==> src/rtl/core/rlps_pkg.sv <==
package rlps_pkg;

  localparam int unsigned LVL_W = 8;

  // action codes
  localparam logic [1:0] ACT_TICK  = 2'd0;
  localparam logic [1:0] ACT_SET   = 2'd1;
  localparam logic [1:0] ACT_START = 2'd2;

  // pattern codes
  localparam logic [4:0] PAT_OFF         = 5'd0;
  localparam logic [4:0] PAT_HOLD_LAST   = 5'd4;
  localparam logic [4:0] PAT_BLINK_FIRST = 5'd5;
  localparam logic [4:0] PAT_BLINK_LAST  = 5'd8;
  localparam logic [4:0] PAT_FLASH_FIRST = 5'd9;
  localparam logic [4:0] PAT_FLASH_LAST  = 5'd12;
  localparam logic [4:0] PAT_RAINBOW     = 5'd13;
  localparam logic [4:0] PAT_REVERSE     = 5'd14;
  localparam logic [4:0] PAT_ERROR       = 5'd15;
  localparam logic [4:0] PAT_START       = 5'd16;

  // register indexes
  localparam logic [1:0] REG_BLINK     = 2'd0;
  localparam logic [1:0] REG_RAMP_STEP = 2'd1;
  localparam logic [1:0] REG_END_HOLD  = 2'd2;
  localparam logic [1:0] REG_ERROR     = 2'd3;

  localparam logic [9:0] BLINK_RST     = 10'd500;
  localparam logic [5:0] RAMP_STEP_RST = 6'd5;
  localparam logic [7:0] END_HOLD_RST  = 8'd50;
  localparam logic [9:0] ERROR_RST     = 10'd200;

  localparam logic [4:0] RAINBOW_LAST  = 5'd7;
  localparam logic [2:0] ERROR_REPEATS = 3'd4;
  localparam logic [7:0] LVL_MAX       = 8'd255;

  localparam logic [4:0] PHASES_BLINK  = 5'd2;
  localparam logic [4:0] PHASES_FLASH  = 5'd6;
  localparam logic [4:0] PHASES_START  = 5'd22;

  typedef struct packed {
    logic [1:0]         action;
    logic signed [15:0] red_in;
    logic signed [15:0] green_in;
    logic signed [15:0] blue_in;
    logic [4:0]         pattern;
  } rlps_item_t;

  typedef struct packed {
    logic [LVL_W-1:0] red_level;
    logic [LVL_W-1:0] green_level;
    logic [LVL_W-1:0] blue_level;
    logic             busy_res;
    logic             finished;
  } rlps_res_t;

  typedef struct packed {
    logic [9:0] blink_ms;
    logic [5:0] ramp_step_ms;
    logic [7:0] end_hold_ms;
    logic [9:0] error_ms;
  } rlps_cfg_t;

  typedef struct packed {
    logic [4:0]       active_pattern;
    logic [4:0]       phase_index;
    logic [8:0]       level_step;
    logic [9:0]       tick_count;
    logic [2:0]       repeat_count;
    logic [LVL_W-1:0] red_now;
    logic [LVL_W-1:0] green_now;
    logic [LVL_W-1:0] blue_now;
  } rlps_state_t;

  typedef struct packed {
    logic             en;
    logic [LVL_W-1:0] r;
    logic [LVL_W-1:0] g;
    logic [LVL_W-1:0] b;
  } rlps_show_t;

  typedef struct packed {
    logic [LVL_W-1:0] r;
    logic [LVL_W-1:0] g;
    logic [LVL_W-1:0] b;
    logic [1:0]       chan;
    logic             up;
  } rlps_ramp_t;

  function automatic logic [LVL_W-1:0] clamp_lvl(input logic signed [15:0] v);
    if (v[15]) begin
      return '0;
    end else if (v[14:8] != 7'd0) begin
      return LVL_MAX;
    end else begin
      return v[7:0];
    end
  endfunction

  function automatic logic is_blinker(input logic [4:0] p);
    return (p >= PAT_BLINK_FIRST && p <= PAT_FLASH_LAST) || p == PAT_START;
  endfunction

  // 0 white, 1 red, 2 green, 3 blue
  function automatic rlps_show_t base_col(input logic [1:0] idx);
    rlps_show_t s;
    s.en = 1'b1;
    case (idx)
      2'd0:    begin s.r = LVL_MAX; s.g = LVL_MAX; s.b = LVL_MAX; end
      2'd1:    begin s.r = LVL_MAX; s.g = '0;      s.b = '0;      end
      2'd2:    begin s.r = '0;      s.g = LVL_MAX; s.b = '0;      end
      default: begin s.r = '0;      s.g = '0;      s.b = LVL_MAX; end
    endcase
    return s;
  endfunction

  // ramp sequence per phase: fixed colour, ramped channel, direction
  function automatic rlps_ramp_t ramp_entry(input logic rev, input logic [2:0] idx);
    rlps_ramp_t e;
    e = '0;
    case ({rev, idx})
      4'b0_000: begin e.r = LVL_MAX; e.chan = 2'd1; e.up = 1'b1; end
      4'b0_001: begin e.g = LVL_MAX; e.chan = 2'd0; e.up = 1'b0; end
      4'b0_010: begin e.g = LVL_MAX; e.chan = 2'd2; e.up = 1'b1; end
      4'b0_011: begin e.b = LVL_MAX; e.chan = 2'd1; e.up = 1'b0; end
      4'b0_100: begin e.b = LVL_MAX; e.chan = 2'd0; e.up = 1'b1; end
      4'b0_101: begin e.r = LVL_MAX; e.chan = 2'd2; e.up = 1'b0; end
      4'b1_000: begin e.r = LVL_MAX; e.chan = 2'd2; e.up = 1'b1; end
      4'b1_001: begin e.b = LVL_MAX; e.chan = 2'd0; e.up = 1'b0; end
      4'b1_010: begin e.b = LVL_MAX; e.chan = 2'd1; e.up = 1'b1; end
      4'b1_011: begin e.g = LVL_MAX; e.chan = 2'd2; e.up = 1'b0; end
      4'b1_100: begin e.g = LVL_MAX; e.chan = 2'd0; e.up = 1'b1; end
      4'b1_101: begin e.r = LVL_MAX; e.chan = 2'd1; e.up = 1'b0; end
      default:  e = '0;
    endcase
    return e;
  endfunction

  // colour shown for a given pattern position; en low means levels are left as they are
  function automatic rlps_show_t show_colour(input logic [4:0] p, input logic [4:0] ph,
                                             input logic [8:0] ls);
    rlps_show_t s;
    rlps_ramp_t e;
    logic [4:0] rel;
    logic [LVL_W-1:0] v;
    s = '0;
    e = '0;
    rel = '0;
    v = '0;
    if (is_blinker(p)) begin
      if (ph[0]) begin
        s.en = 1'b1;
      end else if (p <= PAT_BLINK_LAST) begin
        rel = p - PAT_BLINK_FIRST;
        s = base_col(rel[1:0]);
      end else if (p <= PAT_FLASH_LAST) begin
        rel = p - PAT_FLASH_FIRST;
        s = base_col(rel[1:0]);
      end else begin
        // start sequence: white, three red, three green, three blue, white
        case (ph[4:1])
          4'd1, 4'd2, 4'd3: s = base_col(2'd1);
          4'd4, 4'd5, 4'd6: s = base_col(2'd2);
          4'd7, 4'd8, 4'd9: s = base_col(2'd3);
          default:          s = base_col(2'd0);
        endcase
      end
    end else if (p == PAT_ERROR) begin
      s.en = 1'b1;
      s.r  = ph[0] ? '0 : LVL_MAX;
      s.g  = ph[0] ? LVL_MAX : '0;
      s.b  = LVL_MAX;
    end else if (p == PAT_RAINBOW || p == PAT_REVERSE) begin
      if (ph == 5'd0) begin
        s = base_col(2'd1);
      end else if (ph < RAINBOW_LAST) begin
        rel = ph - 5'd1;
        e = ramp_entry(p == PAT_REVERSE, rel[2:0]);
        v = e.up ? ls[7:0] : LVL_MAX - ls[7:0];
        s.en = 1'b1;
        s.r = (e.chan == 2'd0) ? v : e.r;
        s.g = (e.chan == 2'd1) ? v : e.g;
        s.b = (e.chan == 2'd2) ? v : e.b;
      end
    end
    return s;
  endfunction

endpackage

==> src/rtl/core/rlps_cfg.sv <==
module rlps_cfg (
  input  logic               clk,
  input  logic               rst_n,
  input  logic               cfg_we,
  input  logic [1:0]         cfg_index,
  input  logic [9:0]         cfg_wdata,
  output rlps_pkg::rlps_cfg_t cfg
);
  import rlps_pkg::*;

  rlps_cfg_t cfg_r;

  always_ff @(posedge clk) begin
    if (!rst_n) begin
      cfg_r.blink_ms     <= BLINK_RST;
      cfg_r.ramp_step_ms <= RAMP_STEP_RST;
      cfg_r.end_hold_ms  <= END_HOLD_RST;
      cfg_r.error_ms     <= ERROR_RST;
    end else if (cfg_we) begin
      unique case (cfg_index)
        REG_BLINK:     cfg_r.blink_ms     <= cfg_wdata;
        REG_RAMP_STEP: cfg_r.ramp_step_ms <= cfg_wdata[5:0];
        REG_END_HOLD:  cfg_r.end_hold_ms  <= cfg_wdata[7:0];
        REG_ERROR:     cfg_r.error_ms     <= cfg_wdata;
        default:       ;
      endcase
    end
  end

  assign cfg = cfg_r;

endmodule

==> src/rtl/core/rlps_step.sv <==
module rlps_step (
  input  rlps_pkg::rlps_item_t  item,
  input  rlps_pkg::rlps_cfg_t   cfg,
  input  rlps_pkg::rlps_state_t st,
  output rlps_pkg::rlps_state_t st_nxt,
  output rlps_pkg::rlps_res_t   res
);
  import rlps_pkg::*;

  rlps_state_t nx;
  rlps_show_t  sh;
  rlps_ramp_t  ramp;
  logic        do_show;
  logic        fin;
  logic [10:0] tc_inc;
  logic [9:0]  len;
  logic [5:0]  ph_inc;
  logic [4:0]  phases;
  logic [4:0]  ph_rel;
  logic [8:0]  ls_inc;
  logic [2:0]  rep_inc;

  always_comb begin
    nx      = st;
    do_show = 1'b0;
    fin     = 1'b0;
    tc_inc  = {1'b0, st.tick_count} + 11'd1;
    ph_inc  = {1'b0, st.phase_index} + 6'd1;
    ph_rel  = st.phase_index - 5'd1;
    ramp    = ramp_entry(st.active_pattern == PAT_REVERSE, ph_rel[2:0]);
    ls_inc  = st.level_step + 9'd1;
    rep_inc = st.repeat_count + 3'd1;

    if (st.active_pattern <= PAT_BLINK_LAST) begin
      phases = PHASES_BLINK;
    end else if (st.active_pattern <= PAT_FLASH_LAST) begin
      phases = PHASES_FLASH;
    end else begin
      phases = PHASES_START;
    end

    if (is_blinker(st.active_pattern)) begin
      len = cfg.blink_ms;
    end else if (st.active_pattern == PAT_ERROR) begin
      len = cfg.error_ms;
    end else if (st.phase_index == 5'd0 || st.phase_index >= RAINBOW_LAST) begin
      len = {2'd0, cfg.end_hold_ms};
    end else begin
      len = {4'd0, cfg.ramp_step_ms};
    end
    if (len == 10'd0) begin
      len = 10'd1;
    end

    case (item.action)
      ACT_TICK: begin
        if (st.active_pattern != PAT_OFF) begin
          if (tc_inc < {1'b0, len}) begin
            nx.tick_count = tc_inc[9:0];
          end else begin
            nx.tick_count = '0;
            do_show = 1'b1;
            if (is_blinker(st.active_pattern)) begin
              if (ph_inc >= {1'b0, phases}) begin
                nx.active_pattern = PAT_OFF;
                fin = 1'b1;
                do_show = 1'b0;
              end else begin
                nx.phase_index = ph_inc[4:0];
              end
            end else if (st.active_pattern == PAT_ERROR) begin
              if (st.phase_index == 5'd0) begin
                nx.phase_index = 5'd1;
              end else begin
                nx.phase_index  = '0;
                nx.repeat_count = rep_inc;
                if (rep_inc >= ERROR_REPEATS) begin
                  nx.red_now = '0;
                  nx.green_now = '0;
                  nx.blue_now = '0;
                  nx.active_pattern = PAT_OFF;
                  fin = 1'b1;
                  do_show = 1'b0;
                end
              end
            end else begin
              if (st.phase_index >= RAINBOW_LAST) begin
                nx.active_pattern = PAT_OFF;
                fin = 1'b1;
                do_show = 1'b0;
              end else if (st.phase_index == 5'd0) begin
                nx.phase_index = 5'd1;
                nx.level_step  = '0;
              end else if (ls_inc >= (ramp.up ? 9'd256 : 9'd255)) begin
                // ramp done, move to the next one
                nx.level_step  = '0;
                nx.phase_index = ph_inc[4:0];
              end else begin
                nx.level_step = ls_inc;
              end
            end
          end
        end
      end
      ACT_SET: begin
        nx.red_now        = clamp_lvl(item.red_in);
        nx.green_now      = clamp_lvl(item.green_in);
        nx.blue_now       = clamp_lvl(item.blue_in);
        nx.active_pattern = PAT_OFF;
      end
      ACT_START: begin
        if (item.pattern == PAT_OFF) begin
          nx.red_now = '0;
          nx.green_now = '0;
          nx.blue_now = '0;
          nx.active_pattern = PAT_OFF;
        end else if (item.pattern <= PAT_HOLD_LAST) begin
          sh = base_col(item.pattern[1:0] - 2'd1);
          nx.red_now = sh.r;
          nx.green_now = sh.g;
          nx.blue_now = sh.b;
          nx.active_pattern = PAT_OFF;
        end else if (item.pattern <= PAT_START) begin
          nx.active_pattern = item.pattern;
          nx.phase_index    = '0;
          nx.level_step     = '0;
          nx.tick_count     = '0;
          nx.repeat_count   = '0;
          do_show = 1'b1;
        end
      end
      default: ;
    endcase

    sh = show_colour(nx.active_pattern, nx.phase_index, nx.level_step);
    if (do_show && sh.en) begin
      nx.red_now   = sh.r;
      nx.green_now = sh.g;
      nx.blue_now  = sh.b;
    end
  end

  assign st_nxt = nx;

  assign res.red_level   = nx.red_now;
  assign res.green_level = nx.green_now;
  assign res.blue_level  = nx.blue_now;
  assign res.busy_res    = nx.active_pattern != PAT_OFF;
  assign res.finished    = fin;

endmodule

==> src/rtl/core/rgb_led_pattern_sequencer.sv <==
// RGB LED pattern sequencer.
// in_* : one word per command. in_tuser[1:0] is the action (tick, direct set,
//   pattern start); in_tdata carries the signed red/green/blue requests and
//   the pattern code. A tick stands for one millisecond of pattern time.
// out_*: exactly one result word per command, with the three channel levels,
//   a busy flag while a timed pattern runs and a finished flag on the tick
//   that ends one.
// cfg_*: write-only register port (blink, ramp step, end hold, error phase
//   lengths in ticks); write it only while no word is in flight (not enforced here).
// Path: a command word taken is held in the input register; its result is then
//   written to the result register fed by the step logic and shown on out_tvalid.
// Throughput: one word per cycle unless the receiver stalls; the state update is a
//   single pass of counter, compare and small table logic between the two registers.
// Reset clears the pattern state and levels to off and loads the register
//   defaults. When the receiver stalls, the result register holds its word
//   and the input register takes one more word before in_tready falls.
module rgb_led_pattern_sequencer (
  input  logic        clk,
  input  logic        rst_n,
  input  logic        in_tvalid,
  output logic        in_tready,
  input  logic [55:0] in_tdata,   // red_in[15:0], green_in[31:16], blue_in[47:32],
                                  // pattern[52:48], zero pad
  input  logic [1:0]  in_tuser,   // action[1:0]
  output logic        out_tvalid,
  input  logic        out_tready,
  output logic [31:0] out_tdata,  // red_level[7:0], green_level[15:8],
                                  // blue_level[23:16], busy_res[24], finished[25], pad
  input  logic        cfg_we,
  input  logic [1:0]  cfg_index,
  input  logic [9:0]  cfg_wdata
);
  import rlps_pkg::*;

  rlps_cfg_t   cfg;
  rlps_item_t  in_item_r;
  logic        in_valid_r;
  rlps_state_t st_r;
  rlps_state_t st_nxt;
  rlps_res_t   res_nxt;
  rlps_res_t   out_data_r;
  logic        out_valid_r;
  logic        adv;

  rlps_cfg u_cfg (
    .clk       (clk),
    .rst_n     (rst_n),
    .cfg_we    (cfg_we),
    .cfg_index (cfg_index),
    .cfg_wdata (cfg_wdata),
    .cfg       (cfg)
  );

  rlps_step u_step (
    .item   (in_item_r),
    .cfg    (cfg),
    .st     (st_r),
    .st_nxt (st_nxt),
    .res    (res_nxt)
  );

  assign adv       = in_valid_r && (!out_valid_r || out_tready);
  assign in_tready = !in_valid_r || adv;

  always_ff @(posedge clk) begin
    if (!rst_n) begin
      in_valid_r  <= 1'b0;
      out_valid_r <= 1'b0;
      st_r        <= '0;
    end else begin
      if (in_tready) begin
        in_valid_r <= in_tvalid;
      end
      if (adv) begin
        st_r <= st_nxt;
      end
      out_valid_r <= adv || (out_valid_r && !out_tready);
    end
  end

  // payload registers
  always_ff @(posedge clk) begin
    if (in_tvalid && in_tready) begin
      in_item_r.action   <= in_tuser;
      in_item_r.red_in   <= in_tdata[15:0];
      in_item_r.green_in <= in_tdata[31:16];
      in_item_r.blue_in  <= in_tdata[47:32];
      in_item_r.pattern  <= in_tdata[52:48];
    end
    if (adv) begin
      out_data_r <= res_nxt;
    end
  end

  assign out_tvalid = out_valid_r;
  assign out_tdata  = {6'd0, out_data_r.finished, out_data_r.busy_res,
                       out_data_r.blue_level, out_data_r.green_level,
                       out_data_r.red_level};

  a_fin_not_busy : assert property (@(posedge clk) disable iff (!rst_n)
    out_valid_r && out_data_r.finished |-> !out_data_r.busy_res)
    else $error("finished word still reports busy");

  a_set_cancels : assert property (@(posedge clk) disable iff (!rst_n)
    adv && in_item_r.action == ACT_SET |=> st_r.active_pattern == PAT_OFF)
    else $error("direct set left a pattern running");

  a_rainbow_phase : assert property (@(posedge clk) disable iff (!rst_n)
    st_r.active_pattern == PAT_RAINBOW || st_r.active_pattern == PAT_REVERSE
    |-> st_r.phase_index <= RAINBOW_LAST)
    else $error("rainbow phase out of range");

  a_error_repeats : assert property (@(posedge clk) disable iff (!rst_n)
    st_r.active_pattern == PAT_ERROR |-> st_r.repeat_count < ERROR_REPEATS)
    else $error("error blink ran past its repeat count");

  a_stall_holds : assert property (@(posedge clk) disable iff (!rst_n)
    in_valid_r && out_valid_r && !out_tready |-> !in_tready)
    else $error("input taken while both stages are full");

endmodule

==> config.mk <==
export PLATFORM = sky130hd
export DESIGN_NAME = rgb_led_pattern_sequencer
export DESIGN_NICKNAME = d
export VERILOG_FILES = /design/src/rtl/core/rlps_pkg.sv /design/src/rtl/core/rlps_cfg.sv /design/src/rtl/core/rlps_step.sv /design/src/rtl/core/rgb_led_pattern_sequencer.sv
export SDC_FILE = /design/constraint.sdc
export NUM_CORES = 1
export LEC_CHECK = 0
export ABC_AREA = 1
export BUFFER_PORTS_ARGS = -buffer_cell sky130_fd_sc_hd__buf_2
export CAP_MARGIN = 30
export CELL_PAD_IN_SITES_DETAIL_PLACEMENT = 1
export CELL_PAD_IN_SITES_GLOBAL_PLACEMENT = 1
export CORE_MARGIN = 2
export CORE_UTILIZATION = 47
export CTS_CLUSTER_DIAMETER = 60
export DETAILED_ROUTE_END_ITERATION = 10
export PLACE_DENSITY = 0.88
export SYNTH_ARGS = -nofsm -noshare
export SYNTH_HDL_FRONTEND = slang
export SYNTH_SLANG_ARGS = --single-unit
export TNS_END_PERCENT = 10
==> constraint.sdc <==
create_clock -name clk -period 11.1 [get_ports clk]
set_input_delay 0.555 -clock clk [delete_from_list [all_inputs] [get_ports clk]]
set_output_delay 0.555 -clock clk [all_outputs]
set_load 0.005 [all_outputs]
==> flow_summary.ini, run 1 <==
[outcome]
status = complete, no violations

[detailed_routing]
drc_errors = 0
antenna_left = 0
via_per_inst = 5.80
drt-wirelength-per-cell_um = 18.7
drt_iter0_markers = 776
vias = 10600
drt-total-wl_mm = 34.0
dr.pass1.iters = 6

[grt]
antenna_found_initial = 1
grt_pass1_wl_mm = 55.2
grt_usage_pct = 29.0
grt_pass1_vias = 11200
grt_max_degree = 67
grt_overflow = 0

[place]
gp_congestion = 0.894
dpl.cell_count = 1791
hpwl_mm = 23.2
io_buffers = 99

[floorplan]
num_rows = 54
die_x_um = 153
initial_core_util_pct = 48.0
die_h_um = 153
dieArea_mm2 = 0.0235
io_pins = 109
core_mm2 = 0.0218

[logic_synthesis]
yosysTopAreaCellShare_pct = 23.2
yosys_warnings = 0
synth.most_common_cell = nand2_1
ys_ff_latch = 173
synth_common_cells = 410 x nand2_1, 155 x o21ai_0, 144 x inv_1
post_synth.cell_area_avg_um2 = 7.20
synth_edf_count = 81
syn-cell-area_mm2 = 0.0105
async_flop_share_pct = 0
synth_cells = 1456
yosysTopAreaCell = edfxtp_1
yosysSeqAreaShare_pct = 40.8
yosys.cell_types.count = 51
synth.area.top_cells = edfxtp_1 23%, dfxtp_1 18%, nand2_1 15%, o21ai_0 7.4%, nand3_1 5.7%
synth_flop_cell = dfxtp_1

[worst_setup_path]
worstPathArrival_ns = 6.81
cp_slowest_cell = o21ai_4
crit_path_start_kind = register
path_common_cell = nand2_1
r2r-end = st_r[8]$_SDFFE_PN0P_
r2r_slack_ns = 4.65
worstReg2RegStart = st_r[46]$_SDFFE_PN0P_
path_max_fanout = 27
worst-setup-path-type = reg2reg
endpoint_kind = register
max_stage_delay_ns = 0.75
reg2reg_depth = 28
cp.required_ns = 11.46

[layout]
synthToLayoutAreaGrowth_pct = 12.3
antennaDiodeCount = 0
drive_gt1_share_pct = 12.2
fin_nets = 1639
nFillCells = 2844
layoutNonFillerInstCount = 1823

[sta]
period_share_pct = 58.1
final.min_clock_period_ns = 6.45
rsz0062_at_grt = no
worst_pin_slew_ns = 0.950
fin_skew_ns = 0.0158
max-slew-margin-rel_pct = 36.6
setup_tns_ns = 0
hold_viol_final = 0
finalSetupViolCount = 0
max_freq_mhz = 155
maxSlewViolCount = 0

[worst_hold_path]
hold_start = in_tdata[3]
min_delay_worst_endpoint = in_item_r[40]$_DFFE_PP_
holdPathStages = 1
hp-class = in2reg

[power_and_ir_drop]
powerDensity_mw_per_mm2 = 144
power_leakage_nw = 5.50
peakVddDrop_mv = 0.113
power_mw = 1.70

[clocking]
numCtsBuffers = 17
htreeDepth = 4
cts_tree = built
clk_pin_slew_ns = 0.08
cts_root_buf = clkbuf_16
cts_hold_buf = 0
post_cts_buffers = 0
cts_sinks = 173
clock_latency_ns = 0.45
cts_resized = 0
clock_path_buffers = 2

[flow_run]
maxCapViolCount = 0
-- metal layers --
layer | routed length, µm | vias up | GRT usage, % | part of all wire [%]
li1 | - | 5016 | - | -
met1 | 14300 | 5128 | 35.0 | 42
met2 | 16600 | 338 | 50.7 | 49
met3 | 1910 | 92 | 5.30 | 5.6
met4 | 1180 | 0 | 12.4 | 3.5
met5 | 0 | - | 0 | 0
-- logic make-up after synthesis --
| family | Yosys count | share of synthesized area [%] |
|---|---|---|
| AND/OR/NAND/NOR | 731 | 30.5 |
| XOR/XNOR | 18 | 1.68 |
| other | 1 | 0.0358 |
| flip-flops | 173 | 40.8 |
| adder cells (fa/ha/maj) | 34 | 4.06 |
| AO/OA/AOI/OAI | 285 | 14.6 |
| buffers and inverters | 214 | 8.32 |
-- placed cells by master, fill, tap and decap left out, types with 7 or more instances in the layout --
cell type / n
nand2_1: 410
o21ai_0: 155
inv_1: 142
nand3_1: 120
buf_2: 99
nor2_1: 95
dfxtp_1: 92
a21oi_1: 88
edfxtp_1: 81
nand4_1: 44
ha_1: 34
clkbuf_16: 17
nor3_1: 15
xor2_1: 15
nor2_2: 14
nand2_2: 12
inv_2: 11
o211ai_1: 11
o21ai_1: 9
buf_4: 8
nand3b_1: 7
-- through the flow --
step | setup slack, ns | util (%) | instance area (µm²) | hold WS, ns
global placement | 5.09 | 51.0 | 11100 | 0.431
detailed placement | 4.92 | 51.0 | 11100 | 0.447
CTS | 4.83 | 53.9 | 11800 | 0.274
global route | 4.25 | 53.9 | 11800 | 0.269
floorplan | 6.72 | - | 10500 | 0.420
finish | 4.65 | 53.9 | 11800 | 0.277
-- report_power, final --
group / leakage [nW] / switching (mW) / total, mW / internal, mW
clock: 0.309 / 0.325 / 0.657 / 0.332
combinational: 3.66 / 0.216 / 0.306 / 0.0904
sequential: 1.54 / 0.0247 / 0.734 / 0.709
total: 5.50 / 0.566 / 1.70 / 1.13
-- state kept, by name, indices dropped and copies added, names as in the netlist --
register	count
in_valid_r	1
u_cfg.cfg	34
in_item_r	55
st_r	56
out_tdata	26
out_tvalid	1
-- worst max-delay path: cells and delay by family (launching register included) --
| family | cells | cell delay (ns) |
|---|---|---|
| flip-flops | 1 | 0.60 |
| buffers and inverters | 3 | 0.62 |
| adder cells (fa/ha/maj) | 3 | 0.86 |
| AND/OR/NAND/NOR | 16 | 2.53 |
| AO/OA/AOI/OAI | 6 | 1.73 |
-- worst max path at each step --
stage	from	end	slack, ns	cells past startpoint
floorplan	st_r[46]$_SDFFE_PN0P_	out_tdata[0]$_DFFE_PP_	6.72	24
CTS	st_r[46]$_SDFFE_PN0P_	st_r[8]$_SDFFE_PN0P_	4.83	28
global placement	st_r[46]$_SDFFE_PN0P_	st_r[8]$_SDFFE_PN0P_	5.09	24
global route	st_r[46]$_SDFFE_PN0P_	st_r[8]$_SDFFE_PN0P_	4.25	28
finish	st_r[46]$_SDFFE_PN0P_	st_r[8]$_SDFFE_PN0P_	4.65	28
detailed placement	st_r[46]$_SDFFE_PN0P_	st_r[8]$_SDFFE_PN0P_	4.92	24
-- area by class of cell --
type                    count  area [µm²]  share of cell area [%]
multi-input cells        1074        5350                    45.5
well taps                 280         350                    2.98
inverters                 157         589                    5.01
repair buffers            107         556                    4.72
clock buffers              17         425                    3.62
flip-flops and latches    173        4270                    36.3
clock inverters            15         218                    1.85
No activity file was read; power rests on OpenSTA's default activity.
==> inputs of run 2 (changes only) <==
Settings changed: CORE_UTILIZATION 47 to 39, PLACE_DENSITY 0.88 to 0.78.
Clock period 11.1 ns to 5.9 ns, I/O delays scaled along.
==> run 2 against run 1 <==
Net effect:
- sequential power is 88% higher
- sequential cell count stayed put
- first-iteration DRC count is 21% lower
- critical path depth is 2 higher
- total power is 85% higher
- via count is 1.6% lower
- clock skew is 0.0043 ns higher
- setup slack worse by 4.1 ns
- critical endpoint is now out_tdata[11]$_DFFE_PP_
==> flow_summary.ini, run 2 (synthesis gave the netlist of run 1 again) <==
[detailed_routing]
dr.pass1.iters = 5
drc_errors = 0
drt-wirelength-per-cell_um = 17.9
drt-total-wl_mm = 33.9
drt_iter0_markers = 612
via_per_inst = 5.50
wl_met3_mm = 1.38
wl_met2_mm = 16.6
top_layer_used = met4
antenna_left = 0
wl_met1_mm = 15.1
vias = 10400

[clocking]
cts_tree = built
post_cts_buffers = 0
cts_resized = 0
cts_sinks = 173
htreeDepth = 4
cts_root_buf = clkbuf_16
numCtsBuffers = 17
cts_hold_buf = 0
clock_path_buffers = 2
clock_latency_ns = 0.45
clk_pin_slew_ns = 0.09

[sta]
fin_hold_ws_ns = 0.0188
maxSlewViolCount = 0
period_share_pct = 90.3
rsz0062_at_grt = no
setup_slack_ns = 0.575
final.min_clock_period_ns = 5.33
max-slew-margin-rel_pct = 38.3
worst_pin_slew_ns = 0.919
setup_tns_ns = 0
max_freq_mhz = 188
finalSetupViolCount = 0
hold_viol_final = 0
fin_skew_ns = 0.0201

[place]
preCtsSetupSlack_ns = 0.549
dpl.cell_count = 1861
io_buffers = 99
postPlaceCellArea_mm2 = 0.0113
gp_congestion = 0.891
hpwl_mm = 24.2

[grt]
grt_pass1_wl_mm = 55.4
grt_max_degree = 67
grt_overflow = 0
antenna_found_initial = 0
grt_usage_pct = 24.5
grt_pass1_vias = 11000

[floorplan]
core_mm2 = 0.0262
initial_core_util_pct = 40.0
die_h_um = 168
num_rows = 59
io_pins = 109
dieArea_mm2 = 0.0282
die_x_um = 168

[power_and_ir_drop]
power_mw = 3.13
peakVddDrop_mv = 0.158
power_leakage_nw = 5.56
powerDensity_mw_per_mm2 = 263

[layout]
antennaDiodeCount = 0
layoutNonFillerInstCount = 1893
mostFrequentLayoutCells = 410 x nand2_1, 155 x o21ai_0, 142 x inv_1
drive_gt1_share_pct = 13.1
multi_input_area_mm2 = 0.00535
regArea_mm2 = 0.00428
stdcell_area_mm2 = 0.0119
largest-register = st_r
fin_nets = 1654
layout.core_utilization_pct = 45.5
mostFrequentLayoutCell = nand2_1
synthToLayoutAreaGrowth_pct = 13.7
largest_reg_flops = 56
nFillCells = 3291

[worst_hold_path]
hp-class = in2reg
hold_start = in_tuser[1]

[worst_setup_path]
max_stage_delay_ns = 0.52
crit_path_start_kind = register
cp_top_family = simple AND/OR/NAND/NOR gates
path_common_cell = nand2_1
worst-setup-path-type = reg2reg
worstPathArrival_ns = 5.53
endpoint_kind = register
cp.required_ns = 6.11
path_max_fanout = 27
cp_num_buf_inv = 4
worstReg2RegStart = st_r[47]$_SDFFE_PN0P_
startpoint = st_r[47]$_SDFFE_PN0P_
cp_slowest_cell = dfxtp_1

[outcome]
status = complete, no violations

[flow_run]
maxCapViolCount = 0
[run 2: where the power goes]
part / internal [mW] / switching (mW)
Combinational: 0.181 / 0.406
Clock: 0.570 / 0.597
Sequential: 1.33 / 0.0462
[run 2: area by class of cell]
cell class	instances	share of cell area, %
timing repair buffer	122	5.82
clock buffer	17	3.57
inverter	157	4.95
sequential	173	35.9
clock inverter	15	1.35
multi-input combinational	1074	44.9
tap	335	3.52
[run 2: per-layer routing]
layer,track usage (%),up-vias
met4,9.15,0
met3,2.59,55
met2,43.4,258
met1,31.0,5062
met5,0,-
li1,-,5031
[run 2: worst paths after layout]
path | slack, ns | cells after the start | endpoint
setup / recovery | 0.57 | 30 | out_tdata[11]$_DFFE_PP_
hold / removal | 0.02 | 1 | in_item_r[54]$_DFFE_PP_
setup reg to reg | 0.57 | 30 | out_tdata[11]$_DFFE_PP_
hold reg to reg | 0.46 | 2 | u_cfg.cfg[22]$_SDFFE_PN0P_
[run 2: worst reg2reg max path: cells and delay by family, from the launching register on]
kind	cells	cell delay (ns)
flops	1	0.52
simple gates	20	2.62
buf+inv	4	0.71
compound gates	4	0.67
fa+ha+maj	2	0.56
==> inputs of run 3 (changes only) <==
Settings changed: PLACE_DENSITY 0.78 to 0.88.
==> run 3 against run 2 <==
Net effect:
- sequential cell count did not move
- routed wire length fell by 1.1%
- critical endpoint is now out_tdata[22]$_DFFE_PP_
- critical path type unchanged
- sequential share of layout area fell by 0.12 points
==> flow_summary.ini, run 3 (synthesis gave the netlist of run 1 again) <==
[outcome]
status = complete, no violations

[layout]
mostFrequentLayoutCell = nand2_1
nFillCells = 3336
layoutNonFillerInstCount = 1894
antennaDiodeCount = 0
multi_input_area_mm2 = 0.00537
fin_nets = 1655
largest_reg_flops = 56
largest-register = st_r
drive_gt1_share_pct = 13.0
stdcell_area_mm2 = 0.0120
mostFrequentLayoutCells = 408 x nand2_1, 154 x o21ai_0, 142 x inv_1
regArea_mm2 = 0.00428
synthToLayoutAreaGrowth_pct = 14.1

[grt]
grt_pass1_wl_mm = 54.2
grt_pass1_vias = 10700
grt_overflow = 0
antenna_found_initial = 0
grt_usage_pct = 23.9
grt_max_degree = 67

[worst_setup_path]
endpoint_kind = register
startpoint = st_r[46]$_SDFFE_PN0P_
path_common_cell = nand2_1
path_max_fanout = 27
crit_path_end = out_tdata[22]$_DFFE_PP_
r2r-end = out_tdata[22]$_DFFE_PP_
worstReg2RegStart = st_r[46]$_SDFFE_PN0P_
max_stage_delay_ns = 0.40
worst-setup-path-type = reg2reg
cp_slowest_cell = dfxtp_2
r2r_slack_ns = 0.48
cp_num_buf_inv = 4
crit_path_start_kind = register
reg2reg_depth = 32
cp_top_family = simple AND/OR/NAND/NOR gates
worstPathArrival_ns = 5.63
cp.depth = 32
cp.required_ns = 6.11

[place]
hpwl_mm = 23.2
gp_congestion = 0.888
postPlaceCellArea_mm2 = 0.0113
dpl.cell_count = 1856
io_buffers = 99

[sta]
max-slew-margin-rel_pct = 36.8
setup_tns_ns = 0
final.min_clock_period_ns = 5.42
maxSlewViolCount = 0
max_freq_mhz = 184
hold_viol_final = 0
period_share_pct = 91.9
finalSetupViolCount = 0
fin_skew_ns = 0.0153
rsz0062_at_grt = no
worst_pin_slew_ns = 0.947

[detailed_routing]
drc_errors = 0
drt-wirelength-per-cell_um = 17.7
antenna_left = 0
vias = 10600
drt-total-wl_mm = 33.6
via_per_inst = 5.59
drt_iter0_markers = 659
dr.pass1.iters = 8

[clocking]
htreeDepth = 4
numCtsBuffers = 17
cts_tree = built
clk_pin_slew_ns = 0.08
cts_sinks = 173
post_cts_buffers = 0
cts_root_buf = clkbuf_16
clock_path_buffers = 2
clock_latency_ns = 0.45

[floorplan]
die_x_um = 168
initial_core_util_pct = 40.0
num_rows = 59
io_pins = 109
core_mm2 = 0.0262
dieArea_mm2 = 0.0282
die_h_um = 168

[flow_run]
maxCapViolCount = 0

[power_and_ir_drop]
power_mw = 3.13
peakVddDrop_mv = 0.208
powerDensity_mw_per_mm2 = 262
power_leakage_nw = 5.57

[worst_hold_path]
hp-class = in2reg
==> run 3: cell count changes in the layout (fill, tap and decap cells not counted), sizes merged <==
cell	before	now
dlygate4sd3	0	6
clkinvlp	2	0
inv	162	158
clkinv	8	14
buf	122	117
==> run 3: routing by layer <==
metal	share of wire [%]	up-vias	global-route usage, %
li1	-	5044	-
met1	43	5147	29.8
met2	49	318	42.0
met3	4.7	77	3.64
met4	2.6	0	8.62
met5	0	-	0
==> run 3: worst min-delay path by stage <==
stage                               start                    endpoint  slack (ns)  cells after the start
2_1_floorplan                in_tdata[48]      in_item_r[0]$_DFFE_PP_        0.39                      0
3_5_place_dp   u_cfg.cfg[26]$_SDFFE_PN1P_  u_cfg.cfg[26]$_SDFFE_PN1P_        0.44                      2
6_report                      in_tdata[2]     in_item_r[39]$_DFFE_PP_        0.01                      1
4_1_cts                      in_tdata[26]     in_item_r[31]$_DFFE_PP_      0.0001                      1
3_3_place_gp   u_cfg.cfg[20]$_SDFFE_PN1P_  u_cfg.cfg[20]$_SDFFE_PN1P_        0.43                      2
5_1_grt                      in_tdata[32]      in_item_r[5]$_DFFE_PP_      0.0004                      1
==> run 3: cell type report <==
cell class | instances | share of cell area (%)
Multi-Input combinational cell | 1074 | 44.9
Sequential cell | 173 | 35.8
Timing Repair Buffer | 123 | 5.78
Inverter | 157 | 4.94
Clock buffer | 17 | 3.56
Tap cell | 335 | 3.51
Clock inverter | 15 | 1.58
==> run 3: what timing repair did <==
action                                  in CTS  in global routing
endpoints found under the hold margin        1                  5
hold buffers                                 1                  5
gates resized for setup                      0                  8
endpoints found under the setup margin       0                 48
==> run 3: power by group <==
part           internal [mW]  total, mW  switching, mW
Combinational          0.177      0.584          0.407
Clock                  0.577       1.17          0.590
Sequential              1.33       1.38         0.0470
==> run 3: metrics by stage <==
| stage | utilization (%) | worst slack, ns | hold WS [ns] |
|---|---|---|---|
| 3_5_place_dp | 43.0 | 0.387 | 0.443 |
| 2_1_floorplan | - | 1.52 | 0.394 |
| 4_1_cts | 45.4 | 0.190 | 0.000135 |
| 5_1_grt | 45.6 | 0.0135 | 0.000435 |
| 3_3_place_gp | 43.0 | 0.617 | 0.433 |
| 6_report | 45.6 | 0.479 | 0.0100 |
==> run 3: worst register-to-register path, delay by kind of cell, from the launching register on <==
| family | cells | cell delay, ns |
|---|---|---|
| flip-flops | 1 | 0.40 |
| AND/OR/NAND/NOR | 20 | 2.54 |
| adder cells (fa/ha/maj) | 3 | 0.78 |
| buffers and inverters | 4 | 0.70 |
| AO/OA/AOI/OAI | 5 | 0.76 |
